## src/rtl/core/rot_pkg.sv

```systemverilog
package rot_pkg;

    // table geometry
    localparam int SLOTS     = 8;
    localparam int KEY_BITS  = 16;
    localparam int TASK_BITS = 4;

    // fixed port field widths
    localparam int CMD_W    = 2;
    localparam int KEY_IN_W = 16;
    localparam int PRIO_W   = 8;
    localparam int TASK_IN_W = 4;
    localparam int STATUS_W = 3;
    localparam int SLOT_OUT_W = 3;

    // derived widths
    localparam int SLOT_W = (SLOTS > 1) ? $clog2(SLOTS) : 1;
    localparam int NF_W   = $clog2(SLOTS + 1);
    localparam int KEY_W  = (KEY_BITS < KEY_IN_W) ? KEY_BITS : KEY_IN_W;
    localparam int TASK_W = (TASK_BITS < TASK_IN_W) ? TASK_BITS : TASK_IN_W;

    localparam logic [SLOT_W-1:0] LAST_SLOT = SLOT_W'(SLOTS - 1);
    localparam logic [NF_W-1:0]   NF_FULL   = NF_W'(SLOTS);

    // command queue between front and back
    localparam int QDEPTH = 2;
    localparam int QPTR_W = (QDEPTH > 1) ? $clog2(QDEPTH) : 1;
    localparam int QCNT_W = $clog2(QDEPTH + 1);
    localparam logic [QPTR_W-1:0] QLAST  = QPTR_W'(QDEPTH - 1);
    localparam logic [QCNT_W-1:0] QFULL  = QCNT_W'(QDEPTH);

    // command codes on the request port
    localparam logic [CMD_W-1:0] CMD_INIT = 2'd0;
    localparam logic [CMD_W-1:0] CMD_GET  = 2'd1;
    localparam logic [CMD_W-1:0] CMD_REL  = 2'd2;

    typedef enum logic [1:0] {
        OP_INIT,
        OP_GET,
        OP_REL,
        OP_NOP
    } t_op;

    typedef enum logic [STATUS_W-1:0] {
        ST_OK,
        ST_FULL,
        ST_NOT_FOUND,
        ST_BUSY,
        ST_NOT_OWNER
    } t_status;

    typedef enum logic {
        BK_IDLE,
        BK_RUN
    } t_back_state;

    typedef struct packed {
        t_op                op;
        logic [KEY_W-1:0]   key;
        logic [PRIO_W-1:0]  prio;
        logic [TASK_W-1:0]  task_id;
    } t_job;

    typedef struct packed {
        t_status                 status;
        logic [SLOT_OUT_W-1:0]   slot;
        logic                    found;
    } t_rsp;

endpackage

```

## src/rtl/core/rot_if.sv

```systemverilog
interface rot_req_if;
    import rot_pkg::*;

    logic                 valid;
    logic                 ready;
    logic [CMD_W-1:0]     cmd;
    logic [KEY_IN_W-1:0]  key;
    logic [PRIO_W-1:0]    prio;
    logic [TASK_IN_W-1:0] task_id;

    modport source (output valid, cmd, key, prio, task_id, input ready);
    modport sink   (input valid, cmd, key, prio, task_id, output ready);
endinterface

interface rot_rsp_if;
    import rot_pkg::*;

    logic                  valid;
    logic                  ready;
    logic [STATUS_W-1:0]   status;
    logic [SLOT_OUT_W-1:0] slot;
    logic                  slot_found;

    modport source (output valid, status, slot, slot_found, input ready);
    modport sink   (input valid, status, slot, slot_found, output ready);
endinterface

```

## src/rtl/core/rot_front.sv

```systemverilog
module rot_front (
    input  logic          i_clk,
    input  logic          i_rst_n,
    rot_req_if.sink       i_req,
    output logic          o_job_valid,
    output rot_pkg::t_job o_job,
    input  logic          i_job_ready
);
    import rot_pkg::*;

    t_job               r_q [QDEPTH];
    logic [QPTR_W-1:0]  r_wr_ptr, n_wr_ptr;
    logic [QPTR_W-1:0]  r_rd_ptr, n_rd_ptr;
    logic [QCNT_W-1:0]  r_count, n_count;
    t_job               in_job;
    logic               push, pop;

    // classify the incoming command
    always_comb begin
        unique case (i_req.cmd)
            CMD_INIT: in_job.op = OP_INIT;
            CMD_GET:  in_job.op = OP_GET;
            CMD_REL:  in_job.op = OP_REL;
            default:  in_job.op = OP_NOP;
        endcase
        in_job.key     = i_req.key[KEY_W-1:0];
        in_job.prio    = i_req.prio;
        in_job.task_id = i_req.task_id[TASK_W-1:0];
    end

    assign i_req.ready = (r_count != QFULL);
    assign push        = i_req.valid && i_req.ready;
    assign o_job_valid = (r_count != '0);
    assign o_job       = r_q[r_rd_ptr];
    assign pop         = o_job_valid && i_job_ready;

    always_comb begin
        n_wr_ptr = r_wr_ptr;
        n_rd_ptr = r_rd_ptr;
        n_count  = r_count;
        if (push) begin
            n_wr_ptr = (r_wr_ptr == QLAST) ? '0 : r_wr_ptr + QPTR_W'(1);
        end
        if (pop) begin
            n_rd_ptr = (r_rd_ptr == QLAST) ? '0 : r_rd_ptr + QPTR_W'(1);
        end
        if (push && !pop) begin
            n_count = r_count + QCNT_W'(1);
        end else if (pop && !push) begin
            n_count = r_count - QCNT_W'(1);
        end
    end

    always_ff @(posedge i_clk) begin
        if (!i_rst_n) begin
            r_wr_ptr <= '0;
            r_rd_ptr <= '0;
            r_count  <= '0;
        end else begin
            r_wr_ptr <= n_wr_ptr;
            r_rd_ptr <= n_rd_ptr;
            r_count  <= n_count;
        end
    end

    always_ff @(posedge i_clk) begin
        if (push) begin
            r_q[r_wr_ptr] <= in_job;
        end
    end

endmodule

```

## src/rtl/core/rot_back.sv

```systemverilog
module rot_back (
    input  logic          i_clk,
    input  logic          i_rst_n,
    input  logic          i_job_valid,
    input  rot_pkg::t_job i_job,
    output logic          o_job_ready,
    rot_rsp_if.source     o_rsp
);
    import rot_pkg::*;

    t_back_state        r_state, n_state;
    t_job               r_job, n_job;
    logic [SLOT_W-1:0]  r_idx, n_idx;
    logic               r_rsp_valid, n_rsp_valid;
    t_rsp               r_rsp, n_rsp;
    logic [SLOTS-1:0]   r_valid, n_valid;
    logic [SLOTS-1:0]   r_owned, n_owned;
    logic [NF_W-1:0]    r_next_free, n_next_free;

    // slot payload, written only when a slot is taken or claimed
    logic [KEY_W-1:0]   r_key   [SLOTS];
    logic [PRIO_W-1:0]  r_prio  [SLOTS];
    logic [TASK_W-1:0]  r_owner [SLOTS];

    logic               wr_init, wr_owner;
    logic               can_finish, cur_hit;
    logic [SLOT_W-1:0]  nf_idx;

    assign nf_idx     = r_next_free[SLOT_W-1:0];
    assign can_finish = !r_rsp_valid || o_rsp.ready;
    assign cur_hit    = r_valid[r_idx] && (r_key[r_idx] == r_job.key);

    always_comb begin
        n_state     = r_state;
        n_job       = r_job;
        n_idx       = r_idx;
        n_rsp_valid = r_rsp_valid && !o_rsp.ready;
        n_rsp       = r_rsp;
        n_valid     = r_valid;
        n_owned     = r_owned;
        n_next_free = r_next_free;
        o_job_ready = 1'b0;
        wr_init     = 1'b0;
        wr_owner    = 1'b0;

        unique case (r_state)
            BK_IDLE: begin
                o_job_ready = 1'b1;
                if (i_job_valid) begin
                    n_job   = i_job;
                    n_idx   = '0;
                    n_state = BK_RUN;
                end
            end
            BK_RUN: begin
                unique case (r_job.op)
                    OP_NOP: begin
                        if (can_finish) begin
                            n_rsp_valid = 1'b1;
                            n_rsp       = '{status: ST_OK, slot: '0, found: 1'b0};
                            n_state     = BK_IDLE;
                        end
                    end
                    OP_INIT: begin
                        if (can_finish) begin
                            n_rsp_valid = 1'b1;
                            n_state     = BK_IDLE;
                            if (r_next_free == NF_FULL) begin
                                n_rsp = '{status: ST_FULL, slot: '0, found: 1'b0};
                            end else begin
                                n_valid[nf_idx] = 1'b1;
                                n_owned[nf_idx] = 1'b0;
                                wr_init         = 1'b1;
                                n_next_free     = r_next_free + NF_W'(1);
                                n_rsp = '{status: ST_OK, slot: SLOT_OUT_W'(nf_idx),
                                          found: 1'b1};
                            end
                        end
                    end
                    OP_GET, OP_REL: begin
                        if (cur_hit) begin
                            if (can_finish) begin
                                n_rsp_valid = 1'b1;
                                n_state     = BK_IDLE;
                                n_rsp.slot  = SLOT_OUT_W'(r_idx);
                                n_rsp.found = 1'b1;
                                if (r_job.op == OP_GET) begin
                                    if (r_owned[r_idx]) begin
                                        n_rsp.status = ST_BUSY;
                                    end else begin
                                        n_rsp.status   = ST_OK;
                                        n_owned[r_idx] = 1'b1;
                                        wr_owner       = 1'b1;
                                    end
                                end else begin
                                    if (!r_owned[r_idx] ||
                                        (r_owner[r_idx] != r_job.task_id)) begin
                                        n_rsp.status = ST_NOT_OWNER;
                                    end else begin
                                        n_rsp.status   = ST_OK;
                                        n_owned[r_idx] = 1'b0;
                                    end
                                end
                            end
                        end else if (!r_valid[r_idx] || (r_idx == LAST_SLOT)) begin
                            // valid slots are packed from 0, so an empty slot ends the scan
                            if (can_finish) begin
                                n_rsp_valid = 1'b1;
                                n_state     = BK_IDLE;
                                n_rsp = '{status: ST_NOT_FOUND, slot: '0, found: 1'b0};
                            end
                        end else begin
                            n_idx = r_idx + SLOT_W'(1);
                        end
                    end
                    default: begin
                        n_state = BK_IDLE;
                    end
                endcase
            end
            default: begin
                n_state = BK_IDLE;
            end
        endcase
    end

    always_ff @(posedge i_clk) begin
        if (!i_rst_n) begin
            r_state     <= BK_IDLE;
            r_rsp_valid <= 1'b0;
            r_valid     <= '0;
            r_owned     <= '0;
            r_next_free <= '0;
        end else begin
            r_state     <= n_state;
            r_rsp_valid <= n_rsp_valid;
            r_valid     <= n_valid;
            r_owned     <= n_owned;
            r_next_free <= n_next_free;
        end
    end

    always_ff @(posedge i_clk) begin
        r_job <= n_job;
        r_idx <= n_idx;
        r_rsp <= n_rsp;
        if (wr_init) begin
            r_key[nf_idx]  <= r_job.key;
            r_prio[nf_idx] <= r_job.prio;
        end
        if (wr_owner) begin
            r_owner[r_idx] <= r_job.task_id;
        end
    end

    assign o_rsp.valid      = r_rsp_valid;
    assign o_rsp.status     = r_rsp.status;
    assign o_rsp.slot       = r_rsp.slot;
    assign o_rsp.slot_found = r_rsp.found;

endmodule

```

## src/rtl/core/resource_ownership_table.sv

```systemverilog
// Flow: a request is parked in the front-end queue, taken into the back end's job
//   register and answered from the response register. Init and unused commands need
//   no scan; get/release scan one slot per cycle from index 0 up to the matching or
//   first empty slot (at most SLOTS-1). The back end takes a new op only once done.
// Reset: synchronous, active low; empties the queue, clears all valid/owned marks
//   and the free pointer. Key, priority and owner storage is not cleared.
module resource_ownership_table (
    input  logic      i_clk,
    input  logic      i_rst_n,
    rot_req_if.sink   i_req,
    rot_rsp_if.source o_rsp
);
    import rot_pkg::*;

    // Front end: takes request transactions, decodes the command into an
    // internal op and parks it in a short queue. Until that queue is full it keeps
    // accepting while the back end is busy scanning or holding a response.
    logic  job_valid;
    logic  job_ready;
    t_job  job;

    rot_front u_front (
        .i_clk       (i_clk),
        .i_rst_n     (i_rst_n),
        .i_req       (i_req),
        .o_job_valid (job_valid),
        .o_job       (job),
        .i_job_ready (job_ready)
    );

    // Back end: owns the slot table. Init allocates at the free pointer in
    // one step; get/release walk slots from index 0 comparing keys, one per
    // cycle, and act on the first hit. The response sits in an output
    // register, so a stalled consumer only blocks the next completion.
    rot_back u_back (
        .i_clk       (i_clk),
        .i_rst_n     (i_rst_n),
        .i_job_valid (job_valid),
        .i_job       (job),
        .o_job_ready (job_ready),
        .o_rsp       (o_rsp)
    );

    // A response without a slot is only ok (unused command), full or not found.
    assert property (@(posedge i_clk) disable iff (!i_rst_n)
        o_rsp.valid && !o_rsp.slot_found |->
            (o_rsp.status == ST_OK) || (o_rsp.status == ST_FULL) ||
            (o_rsp.status == ST_NOT_FOUND))
        else $error("slotless response with slot-bound status");

    // Busy and not-owner always refer to a matched slot.
    assert property (@(posedge i_clk) disable iff (!i_rst_n)
        o_rsp.valid && ((o_rsp.status == ST_BUSY) || (o_rsp.status == ST_NOT_OWNER))
            |-> o_rsp.slot_found)
        else $error("busy/not-owner without slot");

    // Failed lookups and full table report slot zero.
    assert property (@(posedge i_clk) disable iff (!i_rst_n)
        o_rsp.valid && ((o_rsp.status == ST_FULL) || (o_rsp.status == ST_NOT_FOUND))
            |-> (o_rsp.slot == '0))
        else $error("nonzero slot on failed transaction");

    // A queued op not taken by the back end stays queued.
    assert property (@(posedge i_clk) disable iff (!i_rst_n)
        job_valid && !job_ready |=> job_valid)
        else $error("queued op lost");

endmodule

```

## src/flat_wrapper.sv

```systemverilog
// flat-port wrapper written by rule: the top's interface ports become plain ports
module resource_ownership_table_flat import rot_pkg::*;
  (i_clk, i_rst_n, i_req_valid, i_req_cmd, i_req_key, i_req_prio, i_req_task_id, i_req_ready, o_rsp_valid, o_rsp_status, o_rsp_slot, o_rsp_slot_found, o_rsp_ready);
  rot_req_if i_req_i ();
  rot_rsp_if o_rsp_i ();
  input  logic i_clk;
  input  logic i_rst_n;
  input wire logic [$bits(i_req_i.valid)-1:0] i_req_valid;
  input wire logic [$bits(i_req_i.cmd)-1:0] i_req_cmd;
  input wire logic [$bits(i_req_i.key)-1:0] i_req_key;
  input wire logic [$bits(i_req_i.prio)-1:0] i_req_prio;
  input wire logic [$bits(i_req_i.task_id)-1:0] i_req_task_id;
  output wire logic [$bits(i_req_i.ready)-1:0] i_req_ready;
  output wire logic [$bits(o_rsp_i.valid)-1:0] o_rsp_valid;
  output wire logic [$bits(o_rsp_i.status)-1:0] o_rsp_status;
  output wire logic [$bits(o_rsp_i.slot)-1:0] o_rsp_slot;
  output wire logic [$bits(o_rsp_i.slot_found)-1:0] o_rsp_slot_found;
  input wire logic [$bits(o_rsp_i.ready)-1:0] o_rsp_ready;
  assign i_req_i.valid = i_req_valid;
  assign i_req_i.cmd = i_req_cmd;
  assign i_req_i.key = i_req_key;
  assign i_req_i.prio = i_req_prio;
  assign i_req_i.task_id = i_req_task_id;
  assign i_req_ready = i_req_i.ready;
  assign o_rsp_valid = o_rsp_i.valid;
  assign o_rsp_status = o_rsp_i.status;
  assign o_rsp_slot = o_rsp_i.slot;
  assign o_rsp_slot_found = o_rsp_i.slot_found;
  assign o_rsp_i.ready = o_rsp_ready;
  resource_ownership_table u_core (.i_clk(i_clk), .i_rst_n(i_rst_n), .i_req(i_req_i), .o_rsp(o_rsp_i));
endmodule
```

## config.mk

```make
export PLATFORM = sky130hd
export DESIGN_NAME = resource_ownership_table_flat
export DESIGN_NICKNAME = d
export VERILOG_FILES = /design/src/rtl/core/rot_pkg.sv /design/src/rtl/core/rot_if.sv /design/src/rtl/core/rot_front.sv /design/src/rtl/core/rot_back.sv /design/src/rtl/core/resource_ownership_table.sv /design/src/flat_wrapper.sv
export SDC_FILE = /design/constraint.sdc
export NUM_CORES = 1
export LEC_CHECK = 0
export ABC_CLOCK_PERIOD_IN_PS = 2900
export BUFFER_PORTS_ARGS = -buffer_cell sky130_fd_sc_hd__buf_2
export CAP_MARGIN = 20
export CORE_MARGIN = 2
export CORE_UTILIZATION = 56
export DETAILED_ROUTE_END_ITERATION = 10
export PLACE_DENSITY = 0.84
export SYNTH_ARGS = -nofsm -noshare
export SYNTH_HDL_FRONTEND = slang
export SYNTH_HIERARCHICAL = 1
export SYNTH_SLANG_ARGS = --single-unit
export TNS_END_PERCENT = 1
```

## constraint.sdc

```tcl
create_clock -name i_clk -period 2.9 [get_ports i_clk]
set_input_delay 0.435 -clock i_clk [delete_from_list [all_inputs] [get_ports i_clk]]
set_output_delay 0.435 -clock i_clk [all_outputs]
set_load 0.05 [all_outputs]
```

==> impl_metrics.env, run 1 <==
export IMPL_outcome="finished, violations left"
export IMPL_violations="setup timing"
export IMPL_p_int_uw=8970
export IMPL_combPwrFrac_pct=31.3
export IMPL_finalPower_uw=13300
export IMPL_dieArea_um2=20700
export IMPL_cp_start_kind="flop"
export IMPL_power_frac_clock_pct=26.3
export IMPL_rsz0062_at_grt="yes"
export IMPL_clk_latency_ps=540
export IMPL_initial_core_util_pct=56.8
export IMPL_grt_overflow_total=0
export IMPL_worst_slack_ps=-605
export IMPL_drv_slew=0
export IMPL_power_density_nw_per_um2=1020
export IMPL_viasPerCell=6.17
export IMPL_core_area_um2=19300
export IMPL_numPortBuffers=34
export IMPL_die_w_um=144
export IMPL_drt_iter0_drc=671
export IMPL_syn_to_final_growth_pct=18.9
export IMPL_cp_required_ps=3160
export IMPL_grt_use_total_pct=24.2
export IMPL_die_h_um=144
export IMPL_multiInputGateArea_um2=3170
export IMPL_clk_path_buf_depth=3
export IMPL_io_pins=43
export IMPL_num_rows=51
export IMPL_crit_family="simple AND/OR/NAND/NOR gates"
export IMPL_fillers=1174
export IMPL_grt_max_degree=29
export IMPL_slowest_delay_ps=500
export IMPL_syn_inst=672
export IMPL_globalplace_congestion=0.898
export IMPL_grt_pass1_vias=6723
export IMPL_netlist_area_um2=11000
export IMPL_dp_slack_ps=-466
export IMPL_finalCritPeriodShare_pct=121
export IMPL_nets=824
export IMPL_worstSetupEndpointType="flop"
export IMPL_cpMaxStageDelayCell="mux4_2"
export IMPL_ant_nets=0
export IMPL_worst_pin_slew_ps=986
export IMPL_ir_drop_v=0.000643
export IMPL_crit_buf_inv=4
export IMPL_fmax_mhz=285
export IMPL_final_area_um2=13000
export IMPL_maxCapViolCount=0
export IMPL_crit_top_cell="nor4_4"
export IMPL_p_leak_uw=0.00459
export IMPL_drc_errors=0
export IMPL_wirelength_um=24200
export IMPL_switchingPower_uw=4350
export IMPL_r2r_slack_ps=-610
export IMPL_cts_root_buf="clkbuf_16"
export IMPL_antenna_found_initial=0
export IMPL_wire_per_inst_um=22.7
export IMPL_dr_total_vias=6587
export IMPL_dp_hpwl_um=14700
export IMPL_path_clk_slew_ps=60
export IMPL_cp_cell_sequence="buf_12 -> buf_8 -> mux4_2 -> mux2i_1 -> xor2_1 -> o2111ai_2 -> nor4_4 -> nand4_1 -> or3_1 -> buf_6 -> nor4_4 -> buf_4"
export IMPL_seqCellArea_um2=7690
export IMPL_yosys_warnings=6
export IMPL_place_area_um2=12000
export IMPL_critPathMaxFanout=8
export IMPL_max_slew_margin_pct=34.2
export IMPL_htreeDepth=1
export IMPL_numClockSinks=266
export IMPL_synth_net_count=714
export IMPL_syn_avg_cell_area_um2=16.3
export IMPL_netSwitchingFraction_pct=32.6
export IMPL_criticalPathCategory="reg -> reg"
export IMPL_hold_viol_final=0
export IMPL_ctsHoldBuffers=0
export IMPL_fin_crit_ps=3510
export IMPL_hold_path_class="in -> reg"
export IMPL_cp_arrival_ps=3760
export IMPL_p_seq_share_pct=42.4
export IMPL_drive_gt1_share_pct=30.6
export IMPL_n_antenna_cell=0
export IMPL_skew_ps=7.81
export IMPL_drtPass1Iterations=5
export IMPL_cts_tree="yes"
export IMPL_finalSetupTns_ps=-24160
export IMPL_setup_viol=60
export IMPL_grt_pass1_wl_um=37600
export IMPL_cts_made_buffers=27
==> power by group through the flow <==
stage | Clock [uW] | Combinational [uW] | Sequential, uW
final | 3500 | 4170 | 5650
after CTS | 3540 | 4040 | 5630
after global placement | 0 | 3650 | 5590
after global routing | 3700 | 4430 | 5710
after floorplan | 0 | 2440 | 5470
after detailed placement | 0 | 3810 | 5670
==> per-layer routing <==
layer | vias to the layer above | track usage [%] | share of wire [%]
met5 | - | 0 | 0
met2 | 391 | 39.8 | 49
met3 | 97 | 4.01 | 8.6
met1 | 3258 | 31.9 | 38
li1 | 2841 | - | -
met4 | 0 | 11.6 | 4.4
==> stage by stage <==
stage / hold WS (ps) / cells / util (%)
3_5_place_dp: 459 / 1012 / 62.0
5_1_grt: 64.5 / 1068 / 67.5
6_report: 80.0 / 1068 / 67.5
4_1_cts: 62.2 / 1068 / 67.3
2_1_floorplan: 435 / 672 / -
3_3_place_gp: 447 / 1012 / 62.0
==> sequential cells by signal, indices dropped and copies added, names as in the netlist, 2 cells and up, named ones only <==
name and cells:
u_core/u_back/o_rsp.slot 3, u_core/u_back/o_rsp.status 3, u_core/u_back/r_idx 3, u_core/u_back/r_job 22, u_core/u_back/r_key 128, u_core/u_back/r_next_free 4, u_core/u_back/r_owner 32, u_core/u_back/r_valid 8
u_core/u_front/r_count 2, u_core/u_front/r_q 44
==> final timing paths <==
| check | start | cells past startpoint | endpoint |
|---|---|---|---|
| worst min register to register | u_core/u_back/r_valid[0] | 1 | u_core/u_back/r_valid[0] |
| worst max register to register | flop | 12 | u_core/u_back/r_owner[0][1] |
| worst min-delay path | i_req_key[4] | 1 | u_core/u_front/r_q[1][16] |
| worst max-delay path | flop | 12 | u_core/u_back/r_owner[0][1] |
==> cell type report <==
cell class                      instances  area share [%]
Sequential cell                       266            59.0
Multi-Input combinational cell        361            24.3
Timing Repair Buffer                  115            6.93
Clock buffer                           35            5.65
Tap cell                              265            2.54
Clock inverter                         15            1.29
Inverter                               11           0.316
==> cells in the final DEF (no fill, tap or decap), types with 5 or more instances in the layout <==
| cell type | count |
|---|---|
| xnor2_1 | 5 |
| buf_12 | 6 |
| mux4_2 | 28 |
| nor3_1 | 12 |
| a21oi_1 | 21 |
| inv_1 | 10 |
| nor4_4 | 5 |
| buf_6 | 5 |
| nand3b_1 | 7 |
| nor2_1 | 22 |
| o21a_1 | 8 |
| clkbuf_16 | 28 |
| o21ai_0 | 18 |
| xor2_1 | 13 |
| mux2i_1 | 37 |
| buf_4 | 68 |
| a41o_1 | 7 |
| a22oi_1 | 10 |
| nor2b_1 | 7 |
| buf_2 | 34 |
| ha_1 | 8 |
| nand3_1 | 12 |
| nand2_1 | 33 |
| clkinv_2 | 6 |
| nor3_2 | 6 |
| and2_1 | 12 |
| a22o_1 | 5 |
| dfxtp_1 | 28 |
| mux2_2 | 26 |
| clkbuf_1 | 6 |
| edfxtp_1 | 236 |
==> what timing repair did <==
item                                    in CTS  in global routing
endpoints found under the setup margin      58                 62
pin swaps                                    7                  5
resized for setup                           16                 14
setup buffers                                5                  0
cloned                                       1                  0
endpoints found under the hold margin        0                  0
Note: power is estimated with default switching activity, not from simulation.
==> inputs of run 2 (changes only) <==
- CORE_UTILIZATION: 56 -> 35
- PLACE_DENSITY: 0.84 -> 0.6
==> impl_metrics.env, run 2 (synthesis gave the netlist of run 1 again) <==
export IMPL_ant_nets=0
export IMPL_crit_top_cell="nor4_4"
export IMPL_cts_tree="yes"
export IMPL_drt_iter0_drc=606
export IMPL_power_density_nw_per_um2=970
export IMPL_outcome="finished, violations left"
export IMPL_use_met1_pct=17.9
export IMPL_grt_pass1_vias=5947
export IMPL_violations="setup timing"
export IMPL_critPathMaxFanout=17
export IMPL_cp_cell_sequence="buf_12 -> mux4_2 -> mux2i_1 -> xor2_1 -> nand3_1 -> nor4_4 -> nand4_1 -> or3_1 -> buf_6 -> nor4_4"
export IMPL_cts_made_buffers=26
export IMPL_maxCapViolCount=0
export IMPL_netSwitchingFraction_pct=31.4
export IMPL_reg_largest_list="u_core/u_back/r_key (128), u_core/u_front/r_q (44), u_core/u_back/r_owner (32)"
export IMPL_wirelength_um=21400
export IMPL_ctsHoldBuffers=0
export IMPL_initial_core_util_pct=35.7
export IMPL_dieArea_um2=32800
export IMPL_skew_ps=10.3
export IMPL_globalplace_congestion=0.834
export IMPL_switchingPower_uw=4040
export IMPL_nets=825
export IMPL_grt_pass1_wl_um=33700
export IMPL_use_met3_pct=1.25
export IMPL_dr_total_vias=5951
export IMPL_dp_hpwl_um=14100
export IMPL_numClockSinks=266
export IMPL_worst_pin_slew_ps=869
export IMPL_drv_slew=0
export IMPL_largest_reg_flops=128
export IMPL_hold_viol_final=0
export IMPL_cp_start_kind="flop"
export IMPL_grt_overflow_total=0
export IMPL_ir_drop_v=0.000621
export IMPL_n_antenna_cell=0
export IMPL_viasPerCell=4.97
export IMPL_layout_cells_most_common="edfxtp_1"
export IMPL_worstSetupEndpointType="flop"
export IMPL_criticalPathCategory="reg -> reg"
export IMPL_max_slew_margin_pct=42.0
export IMPL_slowest_delay_ps=510
export IMPL_setup_viol=51
export IMPL_grt_met2_usage_pct=22.1
export IMPL_fin_crit_ps=3240
export IMPL_power_frac_clock_pct=26.4
export IMPL_top_register="u_core/u_back/r_key"
export IMPL_cp_arrival_ps=3430
export IMPL_worst_slack_ps=-344
export IMPL_rsz0062_at_grt="yes"
export IMPL_p_int_uw=8850
export IMPL_fmax_mhz=308
export IMPL_antenna_found_initial=0
export IMPL_htreeDepth=1
export IMPL_grt_max_degree=29
export IMPL_io_pins=43
export IMPL_drive_gt1_share_pct=31.2
export IMPL_die_h_um=181
export IMPL_num_rows=64
export IMPL_fillers=2771
export IMPL_drc_errors=0
export IMPL_cts_setup_buffers=0
export IMPL_clk_latency_ps=520
export IMPL_path_clk_slew_ps=70
export IMPL_p_seq_share_pct=42.9
export IMPL_cts_root_buf="clkbuf_16"
export IMPL_cpMaxStageDelayCell="mux4_2"
export IMPL_final_cell_mix="edfxtp_1, buf_4, mux2i_1, buf_2, nand2_1"
export IMPL_numPortBuffers=34
export IMPL_clk_path_buf_depth=3
export IMPL_finalCritPeriodShare_pct=112
export IMPL_grt_busiest_layer="met2"
export IMPL_hold_path_class="in -> reg"
export IMPL_cp_required_ps=3090
export IMPL_syn_to_final_growth_pct=21.0
export IMPL_p_leak_uw=0.00461
export IMPL_drtPass1Iterations=5
export IMPL_die_w_um=181
export IMPL_wire_per_inst_um=17.9
export IMPL_finalSetupTns_ps=-10720
export IMPL_core_area_um2=30700
export IMPL_combPwrFrac_pct=30.7
export IMPL_hold_ws_ps=101
export IMPL_grt_use_total_pct=13.0
[run 2: cell types whose count changed in the layout (fill, tap and decap cells not counted), moves of 3 or more]
cell,before,now
buf_12,6,14
buf_4,68,65
clkbuf_1,6,3
dfxtp_2,0,3
nor2_2,3,6
[run 2: worst max-delay path, delay by kind of cell, from the launching register on]
| kind | cells | cell delay, ps |
|---|---|---|
| simple gates | 5 | 1330 |
| mux | 2 | 680 |
| flops | 1 | 350 |
| buf+inv | 2 | 330 |
| xor+xnor | 1 | 210 |
[run 2: repair_timing]
action / 4_1_cts / 5_1_grt
endpoints found under the setup margin: 57 / 59
resized for setup: 6 / 10
pin swaps: 4 / 3
[run 2: power by group through the flow]
stage | Combinational, uW | Clock [uW] | Sequential, uW
floorplan | 2440 | 0 | 5470
global placement | 3870 | 0 | 5590
detailed placement | 3910 | 0 | 5610
CTS | 3960 | 3480 | 5530
global route | 4300 | 3620 | 5610
finish | 3950 | 3410 | 5530
[run 2: area by class of cell]
cell class / count / area [um2] / share of cell area (%)
Timing Repair Buffer: 117 / 987 / 7.43
Clock buffer: 32 / 714 / 5.38
Sequential cell: 266 / 7690 / 57.9
Multi-Input combinational cell: 361 / 3190 / 24.0
Clock inverter: 15 / 164 / 1.23
Inverter: 11 / 41.3 / 0.311
Tap cell: 396 / 495 / 3.73
[run 2: per-layer routing]
| metal | vias to the layer above | share of wire, % |
|---|---|---|
| met3 | 27 | 3.7 |
| met4 | 0 | 1.9 |
| li1 | 2855 | - |
| met2 | 133 | 49 |
| met1 | 2936 | 45 |
| met5 | - | 0 |
[run 2: worst paths after layout]
kind,start,to,slack (ps),depth (start not counted)
max,flop,u_core/u_back/r_owner[2][3],-340,10
min,i_req_task_id[3],u_core/u_front/r_q[0][3],100,1
max reg2reg,flop,u_core/u_back/r_owner[2][3],-340,10
min reg2reg,u_core/u_back/r_valid[7],u_core/u_back/r_valid[7],470,1
[run 2: metrics by stage]
step | instances | setup slack [ps] | area, um2 | utilization [%] | total power (uW)
6_report | 1198 | -344 | 13300 | 43.2 | 12900
4_1_cts | 1198 | -393 | 13200 | 43.1 | 13000
5_1_grt | 1198 | -581 | 13300 | 43.2 | 13500
3_5_place_dp | 1151 | -417 | 12300 | 40.1 | 9520
3_3_place_gp | 1150 | -319 | 12300 | 40.1 | 9450
2_1_floorplan | 672 | -104 | 11000 | - | 7910
==> inputs of run 3 (changes only) <==
- ABC_CLOCK_PERIOD_IN_PS: 2900 -> 2690
- clock period: 2.9 -> 2.69 ns (I/O delays scaled with it)
==> impl_metrics.env, run 3 (synthesis gave the netlist of run 1 again) <==
export IMPL_clk_path_buf_depth=3
export IMPL_ant_nets=0
export IMPL_power_frac_clock_pct=27.2
export IMPL_p_seq_share_pct=41.3
export IMPL_die_w_um=181
export IMPL_hold_viol_final=0
export IMPL_dp_hpwl_um=15000
export IMPL_grt_pass1_wl_um=34900
export IMPL_worst_slack_ps=-494
export IMPL_worst_pin_slew_ps=957
export IMPL_die_h_um=181
export IMPL_top_register="u_core/u_back/r_key"
export IMPL_criticalPathCategory="reg -> reg"
export IMPL_outcome="finished, violations left"
export IMPL_numClockSinks=266
export IMPL_utilization_pct=43.5
export IMPL_htreeDepth=1
export IMPL_clk_latency_ps=530
export IMPL_max_slew_margin_pct=35.6
export IMPL_nets=830
export IMPL_grt_pass1_vias=6067
export IMPL_netSwitchingFraction_pct=31.6
export IMPL_final_cell_mix="edfxtp_1, buf_4, mux2i_1, buf_2, nand2_1"
export IMPL_ir_drop_v=0.000689
export IMPL_core_area_um2=30700
export IMPL_io_pins=43
export IMPL_cts_root_buf="clkbuf_16"
export IMPL_finalCritPeriodShare_pct=118
export IMPL_grt_max_degree=28
export IMPL_finalSetupTns_ps=-19600
export IMPL_syn_to_final_growth_pct=21.9
export IMPL_wire_per_inst_um=18.7
export IMPL_cts_tree="yes"
export IMPL_antenna_found_initial=0
export IMPL_globalplace_congestion=0.825
export IMPL_fmax_mhz=314
export IMPL_hold_ws_ps=62.6
export IMPL_grt_overflow_total=0
export IMPL_rsz0062_at_grt="yes"
export IMPL_drt_iter0_drc=374
export IMPL_worstSetupEndpointType="flop"
export IMPL_violations="setup timing"
export IMPL_skew_ps=12.7
export IMPL_reg_largest_list="u_core/u_back/r_key (128), u_core/u_front/r_q (44), u_core/u_back/r_owner (32)"
export IMPL_cp_required_ps=2870
export IMPL_hold_path_class="in -> reg"
export IMPL_drv_slew=0
export IMPL_dieArea_um2=32800
export IMPL_n_antenna_cell=0
export IMPL_path_clk_slew_ps=60
export IMPL_fin_crit_ps=3180
export IMPL_cts_made_buffers=26
export IMPL_cp_arrival_ps=3370
export IMPL_power_density_nw_per_um2=1060
export IMPL_drive_gt1_share_pct=31.9
export IMPL_cp_start_kind="flop"
export IMPL_drtPass1Iterations=5
export IMPL_dp_slack_ps=-539
export IMPL_largest_reg_flops=128
export IMPL_setup_viol=58
export IMPL_ctsHoldBuffers=0
export IMPL_viasPerCell=5.05
export IMPL_switchingPower_uw=4490
export IMPL_finalPower_uw=14200
export IMPL_p_leak_uw=0.00465
export IMPL_wirelength_um=22600
export IMPL_dr_total_vias=6079
export IMPL_drc_errors=0
export IMPL_p_int_uw=9720
export IMPL_num_rows=64
export IMPL_grt_use_total_pct=13.7
export IMPL_initial_core_util_pct=35.7
export IMPL_combPwrFrac_pct=31.5
export IMPL_critPathMaxFanout=13
export IMPL_maxCapViolCount=0
export IMPL_numPortBuffers=34
export IMPL_layout_cells_most_common="edfxtp_1"
[run 3: power groups by stage]
stage	registers [uW]	clock network (uW)	logic, uW
after floorplan	5900	0	2630
after global placement	5920	0	4340
after detailed placement	5940	0	4380
after CTS	5860	3940	4460
after global routing	5920	4100	4830
final	5860	3870	4470
[run 3: through the flow]
stage	cell area (um2)	std cells
after global placement	12400	1155
after CTS	13400	1204
final	13400	1204
after floorplan	11000	672
after global routing	13400	1204
after detailed placement	12400	1156
[run 3: layer usage]
layer	share of wire [%]	GRT usage (%)	vias to the layer above
li1	-	-	2856
met1	44	18.9	3041
met2	49	23.0	149
met3	4.4	1.39	33
met4	2.3	4.03	0
met5	0	0	-
[run 3: area by class of cell]
cell class | instances | area [um2]
Fill cell | 2732 | 17400
Multi-Input combinational cell | 361 | 3200
Sequential cell | 266 | 7690
Tap cell | 396 | 495
Clock buffer | 30 | 697
Inverter | 11 | 41.3
Timing Repair Buffer | 122 | 1030
Clock inverter | 18 | 223
[run 3: critical path, stage by stage, from the launching register on]
cell	delay (ps)
dfxtp_2	360
buf_12	160
mux4_2	500
mux2i_1	160
xor2_1	270
nand2_1	140
nor4_4	300
nand4_1	160
or3_1	350
buf_6	160
nor4_4	270
[run 3: final timing paths]
kind,start,to,slack (ps),cells past startpoint
max reg2reg,flop,u_core/u_back/r_owner[0][0],-490,10
max,flop,u_core/u_back/r_owner[0][0],-490,10
min reg2reg,u_core/u_back/r_valid[4],u_core/u_back/r_valid[4],470,1
min,i_req_key[7],u_core/u_front/r_q[1][19],60,1
[run 3: what timing repair did]
action / 4_1_cts / 5_1_grt
resized for setup: 11 / 4
setup endpoints to repair: 59 / 62
cloned: 0 / 0
setup buffers: 0 / 0
pin swaps: 5 / 0
